### src/rtl/ccw_pkg.sv
// Shared constants for the chunk container walker.
// Walk phases, status codes, register indexes and the mask chunk GUID.
// No dependencies.
package ccw_pkg;

	localparam int unsigned HEADER_BYTES = 20;
	localparam int unsigned MIN_LEFT     = 21;

	// walk phase
	localparam logic [1:0] PH_HEADER  = 2'd0;
	localparam logic [1:0] PH_PAYLOAD = 2'd1;
	localparam logic [1:0] PH_DONE    = 2'd2;

	// result status
	localparam logic [1:0] ST_OK           = 2'd0;
	localparam logic [1:0] ST_CORRUPT_SIZE = 2'd1;
	localparam logic [1:0] ST_TOO_SHORT    = 2'd2;
	localparam logic [1:0] ST_NO_CONTAINER = 2'd3;

	// configuration register indexes
	localparam logic [1:0] CFG_CONTAINER_PRESENT = 2'd0;
	localparam logic [1:0] CFG_TOTAL_LENGTH      = 2'd1;
	localparam logic [1:0] CFG_STOP_ON_MASK      = 2'd2;

	// valid-pixel-mask chunk GUID, as stored little-endian
	localparam logic [63:0] MASK_ID_LOW  = 64'h492B_5BFC_CBE3_EA67;
	localparam logic [63:0] MASK_ID_HIGH = 64'h4814_0378_E3EC_6AA1;

endpackage

### src/rtl/chunk_container_walker.sv
// Chunk container walker: parses GUID/size chunk headers one byte per word.
// Depends on ccw_pkg for phase, status, register codes and the mask GUID.
// A header's last byte gives its record through the input register, then the result register.
// Throughput: one byte per cycle while no record is held back by out_stall,
// set by the single header-decode step between the two registers.
// Reset (arst_n low, asynchronous): walk restarts at chunk 0; config, walk-state and out_valid registers reset.
module chunk_container_walker
	import ccw_pkg::*;
(
	input  logic        clk,
	input  logic        arst_n,
	// configuration
	input  logic        cfg_we,
	input  logic [1:0]  cfg_index,
	input  logic [31:0] cfg_data,
	// byte stream
	input  logic        in_valid,
	output logic        in_stall,
	input  logic [7:0]  data_byte,
	// chunk records
	output logic        out_valid,
	input  logic        out_stall,
	output logic [31:0] chunk_number,
	output logic [63:0] id_low,
	output logic [63:0] id_high,
	output logic [31:0] payload_length,
	output logic [31:0] payload_start,
	output logic        mask_match,
	output logic [1:0]  status,
	output logic        final_res
);

	localparam logic [4:0]  LAST_HDR = 5'(HEADER_BYTES - 1);
	localparam logic [32:0] HDR_ADD  = 33'(HEADER_BYTES);
	localparam logic [31:0] MIN_L32  = 32'(MIN_LEFT);

	// configuration registers
	logic        container_present_q;
	logic [31:0] total_length_q;
	logic        stop_on_mask_q;

	// input stage
	logic        valid_s1;
	logic [7:0]  byte_s1;

	// walk state
	logic [1:0]  phase_q;
	logic [4:0]  hdr_count_q;
	logic [63:0] id_low_q;
	logic [63:0] id_high_q;
	logic [23:0] len_low_q;
	logic [31:0] payload_left_q;
	logic [31:0] chunk_base_q;
	logic [32:0] start_q;
	logic [31:0] chunk_count_q;

	// result register
	logic        out_valid_q;
	logic [31:0] chunk_number_q;
	logic [63:0] id_low_r_q;
	logic [63:0] id_high_r_q;
	logic [31:0] payload_length_q;
	logic [31:0] payload_start_q;
	logic        mask_match_q;
	logic [1:0]  status_q;
	logic        final_q;

	// decode
	logic        first_byte;
	logic        start_fail;
	logic        hdr_done;
	logic        emit;
	logic        advance;
	logic        out_free;
	logic [31:0] len_full;
	logic [33:0] end_sum;
	logic        corrupt;
	logic        near_end;
	logic        id_match;
	logic        fin;
	logic [1:0]  fail_status;

	assign out_free   = !out_valid_q || !out_stall;
	assign first_byte = (hdr_count_q == '0) && (chunk_count_q == '0) && (chunk_base_q == '0);
	assign start_fail = first_byte && (!container_present_q || (total_length_q < MIN_L32));
	assign fail_status = !container_present_q ? ST_NO_CONTAINER : ST_TOO_SHORT;
	assign hdr_done   = (hdr_count_q == LAST_HDR);
	assign emit       = (phase_q == PH_HEADER) && (start_fail || hdr_done);
	assign advance    = valid_s1 && (!emit || out_free);
	assign in_stall   = valid_s1 && !advance;

	assign len_full = {byte_s1, len_low_q};
	assign end_sum  = {1'b0, start_q} + {2'b00, len_full};
	assign corrupt  = end_sum > {2'b00, total_length_q};
	// end + 21 > total, without a second adder behind end_sum
	assign near_end = (total_length_q < MIN_L32) ||
		(end_sum > {2'b00, total_length_q - MIN_L32});
	assign id_match = (id_low_q == MASK_ID_LOW) && (id_high_q == MASK_ID_HIGH);
	assign fin      = (stop_on_mask_q && id_match) || near_end;

	always_ff @(posedge clk or negedge arst_n) begin
		if (!arst_n) begin
			container_present_q <= 1'b0;
			total_length_q      <= '0;
			stop_on_mask_q      <= 1'b0;
		end else if (cfg_we) begin
			case (cfg_index)
				CFG_CONTAINER_PRESENT: container_present_q <= cfg_data[0];
				CFG_TOTAL_LENGTH:      total_length_q      <= cfg_data;
				CFG_STOP_ON_MASK:      stop_on_mask_q      <= cfg_data[0];
				default: ;
			endcase
		end
	end

	always_ff @(posedge clk or negedge arst_n) begin
		if (!arst_n) begin
			valid_s1 <= 1'b0;
		end else if (!in_stall) begin
			valid_s1 <= in_valid;
		end
	end

	always_ff @(posedge clk) begin
		if (!in_stall && in_valid) begin
			byte_s1 <= data_byte;
		end
	end

	// payload offset of the current chunk; base holds for the whole header
	always_ff @(posedge clk or negedge arst_n) begin
		if (!arst_n) begin
			start_q <= HDR_ADD;
		end else begin
			start_q <= {1'b0, chunk_base_q} + HDR_ADD;
		end
	end

	always_ff @(posedge clk or negedge arst_n) begin
		if (!arst_n) begin
			phase_q        <= PH_HEADER;
			hdr_count_q    <= '0;
			payload_left_q <= '0;
			chunk_base_q   <= '0;
			chunk_count_q  <= '0;
			id_low_q       <= '0;
			id_high_q      <= '0;
			len_low_q      <= '0;
		end else if (advance) begin
			case (phase_q)
				PH_PAYLOAD: begin
					payload_left_q <= payload_left_q - 32'd1;
					if (payload_left_q == 32'd1) begin
						phase_q <= PH_HEADER;
					end
				end
				PH_HEADER: begin
					if (start_fail) begin
						phase_q <= PH_DONE;
					end else if (hdr_done) begin
						hdr_count_q <= '0;
						if (corrupt) begin
							phase_q <= PH_DONE;
						end else begin
							chunk_count_q <= chunk_count_q + 32'd1;
							chunk_base_q  <= end_sum[31:0];
							if (fin) begin
								phase_q <= PH_DONE;
							end else if (len_full != '0) begin
								payload_left_q <= len_full;
								phase_q        <= PH_PAYLOAD;
							end
						end
					end else begin
						hdr_count_q <= hdr_count_q + 5'd1;
						// place the byte; every byte is rewritten before use
						if (hdr_count_q[4]) begin
							len_low_q[{hdr_count_q[1:0], 3'b000} +: 8] <= byte_s1;
						end else if (hdr_count_q[3]) begin
							id_high_q[{hdr_count_q[2:0], 3'b000} +: 8] <= byte_s1;
						end else begin
							id_low_q[{hdr_count_q[2:0], 3'b000} +: 8] <= byte_s1;
						end
					end
				end
				default: ;
			endcase
		end
	end

	always_ff @(posedge clk or negedge arst_n) begin
		if (!arst_n) begin
			out_valid_q <= 1'b0;
		end else if (advance && emit) begin
			out_valid_q <= 1'b1;
		end else if (!out_stall) begin
			out_valid_q <= 1'b0;
		end
	end

	always_ff @(posedge clk) begin
		if (advance && emit) begin
			if (start_fail) begin
				chunk_number_q   <= '0;
				id_low_r_q       <= '0;
				id_high_r_q      <= '0;
				payload_length_q <= '0;
				payload_start_q  <= '0;
				mask_match_q     <= 1'b0;
				status_q         <= fail_status;
				final_q          <= 1'b1;
			end else begin
				chunk_number_q   <= chunk_count_q;
				id_low_r_q       <= id_low_q;
				id_high_r_q      <= id_high_q;
				payload_length_q <= len_full;
				payload_start_q  <= start_q[31:0];
				mask_match_q     <= !corrupt && id_match;
				status_q         <= corrupt ? ST_CORRUPT_SIZE : ST_OK;
				final_q          <= corrupt || fin;
			end
		end
	end

	assign out_valid      = out_valid_q;
	assign chunk_number   = chunk_number_q;
	assign id_low         = id_low_r_q;
	assign id_high        = id_high_r_q;
	assign payload_length = payload_length_q;
	assign payload_start  = payload_start_q;
	assign mask_match     = mask_match_q;
	assign status         = status_q;
	assign final_res      = final_q;

	a_done_sticky: assert property (@(posedge clk) disable iff (!arst_n)
		phase_q == PH_DONE |=> phase_q == PH_DONE)
		else $error("walk left the done phase");

	a_final_ends_walk: assert property (@(posedge clk) disable iff (!arst_n)
		(advance && emit && (start_fail || corrupt || fin)) |=> phase_q == PH_DONE)
		else $error("final record did not end the walk");

	a_error_is_final: assert property (@(posedge clk) disable iff (!arst_n)
		(out_valid_q && status_q != ST_OK) |-> final_q)
		else $error("error record not marked final");

	a_hdr_count_range: assert property (@(posedge clk) disable iff (!arst_n)
		hdr_count_q <= LAST_HDR)
		else $error("header byte count out of range");

endmodule

### config.mk
export PLATFORM = sky130hd
export DESIGN_NAME = chunk_container_walker
export DESIGN_NICKNAME = d
export VERILOG_FILES = /design/src/rtl/ccw_pkg.sv /design/src/rtl/chunk_container_walker.sv
export SDC_FILE = /design/constraint.sdc
export NUM_CORES = 1
export LEC_CHECK = 0
export BUFFER_PORTS_ARGS = -buffer_cell sky130_fd_sc_hd__buf_4
export CORE_UTILIZATION = 35
export CTS_CLUSTER_SIZE = 40
export DETAILED_ROUTE_END_ITERATION = 16
export GPL_ROUTABILITY_DRIVEN = 0
export PLACE_DENSITY = 0.6
export SETUP_SLACK_MARGIN = 0.2
export SYNTH_ARGS = -nofsm -noshare
export SYNTH_HDL_FRONTEND = slang
export SYNTH_SLANG_ARGS = --single-unit
### constraint.sdc
create_clock -name clk -period 17.3 [get_ports clk]
set_clock_uncertainty 0.15 [all_clocks]
set_input_delay 1.73 -clock clk [delete_from_list [all_inputs] [get_ports clk]]
set_output_delay 1.73 -clock clk [all_outputs]
set_load 0.02 [all_outputs]
==> results.json <==
{
  "arrival_ps": 7340,
  "synth_seq_cells": 560,
  "timing.rr.start": "len_low_q[0]",
  "synth_cells": 2273,
  "yosysTopAreaCell": "dfrtp_1",
  "cts_resized": 0,
  "synth_cell_types": 87,
  "whs_path_depth": 0,
  "r2r_end": "payload_left_q[1]",
  "numClockSinks": 560,
  "drt-initial-drc-count": 1543,
  "critPathSlowestCell": "o31ai_1",
  "synth_fp_nets": 2430,
  "criticalPathCategory": "reg2reg",
  "die_y_um": 280,
  "slowest_delay_ps": 730,
  "clk_pin_slew_worst_paths_ps": 60,
  "post_synth_mux_area_share_pct": 7.49,
  "yosysMostFrequentCell": "dfrtp_1",
  "filler_cell_count": 7148,
  "vias_per_cell": 5.35,
  "fin_nets": 2687,
  "dieArea_sq_um": 78600,
  "fin_crit_sh_pct": 40.1,
  "grt_overflow": 0,
  "dpl.hpwl_mm": 56.1,
  "p_leak_nw": 13.4,
  "rsz0062_at_grt": "false",
  "synth.avg_cell_area_sq_um": 11.9,
  "diodes": 0,
  "path_buf_inv": 2,
  "clockPowerShare_pct": 46.0,
  "comb_power_share_pct": 7.7,
  "cts_setup_buffers": 0,
  "status": "finished, final reports clean",
  "synth_edf_count": 236,
  "period_needed_ps": 6930,
  "worstMarginPinSlew_ps": 1290,
  "place_area_sq_um": 30300,
  "finalSetupTns_ps": 0,
  "ff2ff_path_depth": 22,
  "required_ps": 17710,
  "synth_xor_area_share_pct": 3.59,
  "synth_fa_ha_area_share_pct": 5.10,
  "cp-start-kind": "flip-flop",
  "cts_made_buffers": 61,
  "crit_chain": "ha_1 > fa_1 > a21o_1 > a221oi_1 > o21ai_1 > a311o_1 > a21oi_1 > o21ai_0 > or4_1 > nand3_1 > ha_1 > a21oi_1 > nor2_1 > a211oi_1 > o221ai_1 > a2111oi_0 > o31ai_1 > nor3_2 > buf_4 > a31oi_2 > buf_4 > mux2i_1",
  "grt_pass1_wl_mm": 118,
  "async_flop_share_pct": 57.9,
  "slew_headroom_pct": 13.9,
  "min_to": "start_q[0]",
  "crit_family": "compound AO/OA/AOI/OAI gates",
  "synth_top_family_by_area": "simple AND/OR/NAND/NOR gates",
  "drcViolationCount": 0,
  "drive_gt1_share_pct": 24.1,
  "grt_max_degree": 188,
  "clk_latency_ps": 660,
  "postCtsHoldBufs": 0,
  "antenna_found_initial": 2,
  "p_per_area_nw_per_um2": 95.6,
  "io_pins": 277,
  "synth_area_sq_um": 27100,
  "maxSlewViolCount": 0,
  "synth-compound-area-share_pct": 7.54,
  "synthFlopType": "dfrtp_1",
  "die_x_um": 280,
  "clockBufferDepth": 3,
  "hold_viol_final": 0,
  "numPortBuffers": 276,
  "syn_to_final_growth_pct": 19.9,
  "p_seq_share_pct": 46.3,
  "totalWireLength_mm": 78.2,
  "sw_frac_of_total_pct": 24.3,
  "yosysWarnings": 0,
  "htree_levels": 2,
  "ir_worst_vdd_mv": 0.0706,
  "postRouteAntennaNets": 0,
  "cts_root_buf": "clkbuf_16",
  "fmax_mhz": 144,
  "wl_per_cell_um": 21.7,
  "start_util_pct": 35.5,
  "yosys-top-cells-count": "dfrtp_1, edfxtp_1, and2_1",
  "crit_path_max_fanout": 16,
  "grt_pass1_vias": 19327,
  "postLayoutCellArea_sq_um": 32500,
  "power.switching_w": 0.000756,
  "track_usage_pct": 19.6,
  "yosys.area_share.simple_pct": 17.8,
  "tritoncts": "yes",
  "ys_seq_area_share_pct": 56.0,
  "row_count": 101,
  "setup_viol": 0,
  "synth_top_area_share_pct": 29.7,
  "hold_path_startpoint": "chunk_base_q[0]",
  "hold_class": "reg2reg",
  "core_area_sq_um": 76300,
  "yosys-top-cells-area": "dfrtp_1, edfxtp_1, mux2_2, ha_1, and2_1",
  "cp-end-kind": "flip-flop",
  "internal_power_w": 0.00235,
  "drv_cap": 0,
  "vias": 19331,
  "r2r_slack_ps": 10370,
  "firstDrtPassIters": 6
}
[kinds of logic after synthesis]
family,count (synthesis)
muxes,181
xor gates and xnor gates,111
DFF,560
and+or+nand+nor,841
buffers and inverters,170
AOI/OAI and AO/OA,300
adders and majority gates,110
[power groups by stage]
| stage | logic (W) | clock network, W | registers (W) |
|---|---|---|---|
| after floorplan | 0.000151 | 0 | 0.00146 |
| after global placement | 0.000230 | 0 | 0.00146 |
| after detailed placement | 0.000238 | 0 | 0.00147 |
| after CTS | 0.000239 | 0.00146 | 0.00144 |
| after global routing | 0.000263 | 0.00151 | 0.00144 |
| final | 0.000240 | 0.00143 | 0.00144 |
[area by class of cell]
type                            count  area [sq um]  share of cell area, %
Multi-Input combinational cell   1543         11300                   34.7
Inverter                           65           244                  0.750
Clock inverter                     44           596                   1.83
Tap cell                         1030          1290                   3.96
Sequential cell                   560         15200                   46.7
Timing Repair Buffer              299          2260                   6.96
Clock buffer                       72          1650                   5.07
[placed cells by master, fill, tap and decap left out, types with 39 or more instances in the layout]
master / instances
a21oi_1: 69
and2_1: 203
buf_4: 297
clkbuf_16: 62
dfrtp_1: 322
edfxtp_1: 236
ha_1: 109
inv_1: 65
mux2_2: 176
nand2_1: 145
nand3_1: 69
nand4_1: 66
nor2_1: 89
nor3_1: 39
nor4_1: 55
o21ai_0: 70
xnor2_1: 96
[worst register-to-register path: cells and delay by family, from the launching register on]
kind,cells,cell delay [ps]
flops,1,430
simple gates,4,840
mux,1,250
compound gates,12,3710
buf+inv,2,600
fa+ha+maj,3,860
[layer usage]
metal | vias to the layer above | track usage, % | routed length (um)
met4 | 0 | 5.80 | 2010
li1 | 8860 | - | -
met2 | 657 | 33.3 | 38300
met1 | 9673 | 26.0 | 33800
met5 | - | 0 | 0
met3 | 141 | 2.82 | 4080
[registers in the layout, summed over array words and instances (netlist names), 33 cells and up]
register   count
id_low_q      64
start_q       33
id_high_q     64
id_high       64
id_low        64
[worst max path at each step]
stage / slack, ps / to / start / cells past startpoint
finish: 10370 / payload_left_q[1] / len_low_q[0] / 22
global route: 10030 / payload_left_q[1] / len_low_q[0] / 21
CTS: 10450 / payload_left_q[1] / len_low_q[0] / 21
detailed placement: 10540 / payload_left_q[1] / len_low_q[0] / 21
global placement: 10620 / payload_left_q[1] / len_low_q[0] / 21
floorplan: 2960 / chunk_number[0] / total_length_q[8] / 7
[stage by stage]
step / cells / utilization (%) / setup WS (ps) / power, W / hold slack, ps
after floorplan: 2273 / - / 2960 / 0.00161 / 221
after global placement: 3497 / 39.7 / 10620 / 0.00169 / 273
after detailed placement: 3497 / 39.7 / 10540 / 0.00170 / 271
after CTS: 3613 / 42.6 / 10450 / 0.00314 / 296
after global routing: 3613 / 42.6 / 10030 / 0.00322 / 303
final: 3613 / 42.6 / 10370 / 0.00311 / 287
Note: power is estimated with default switching activity, not from simulation.
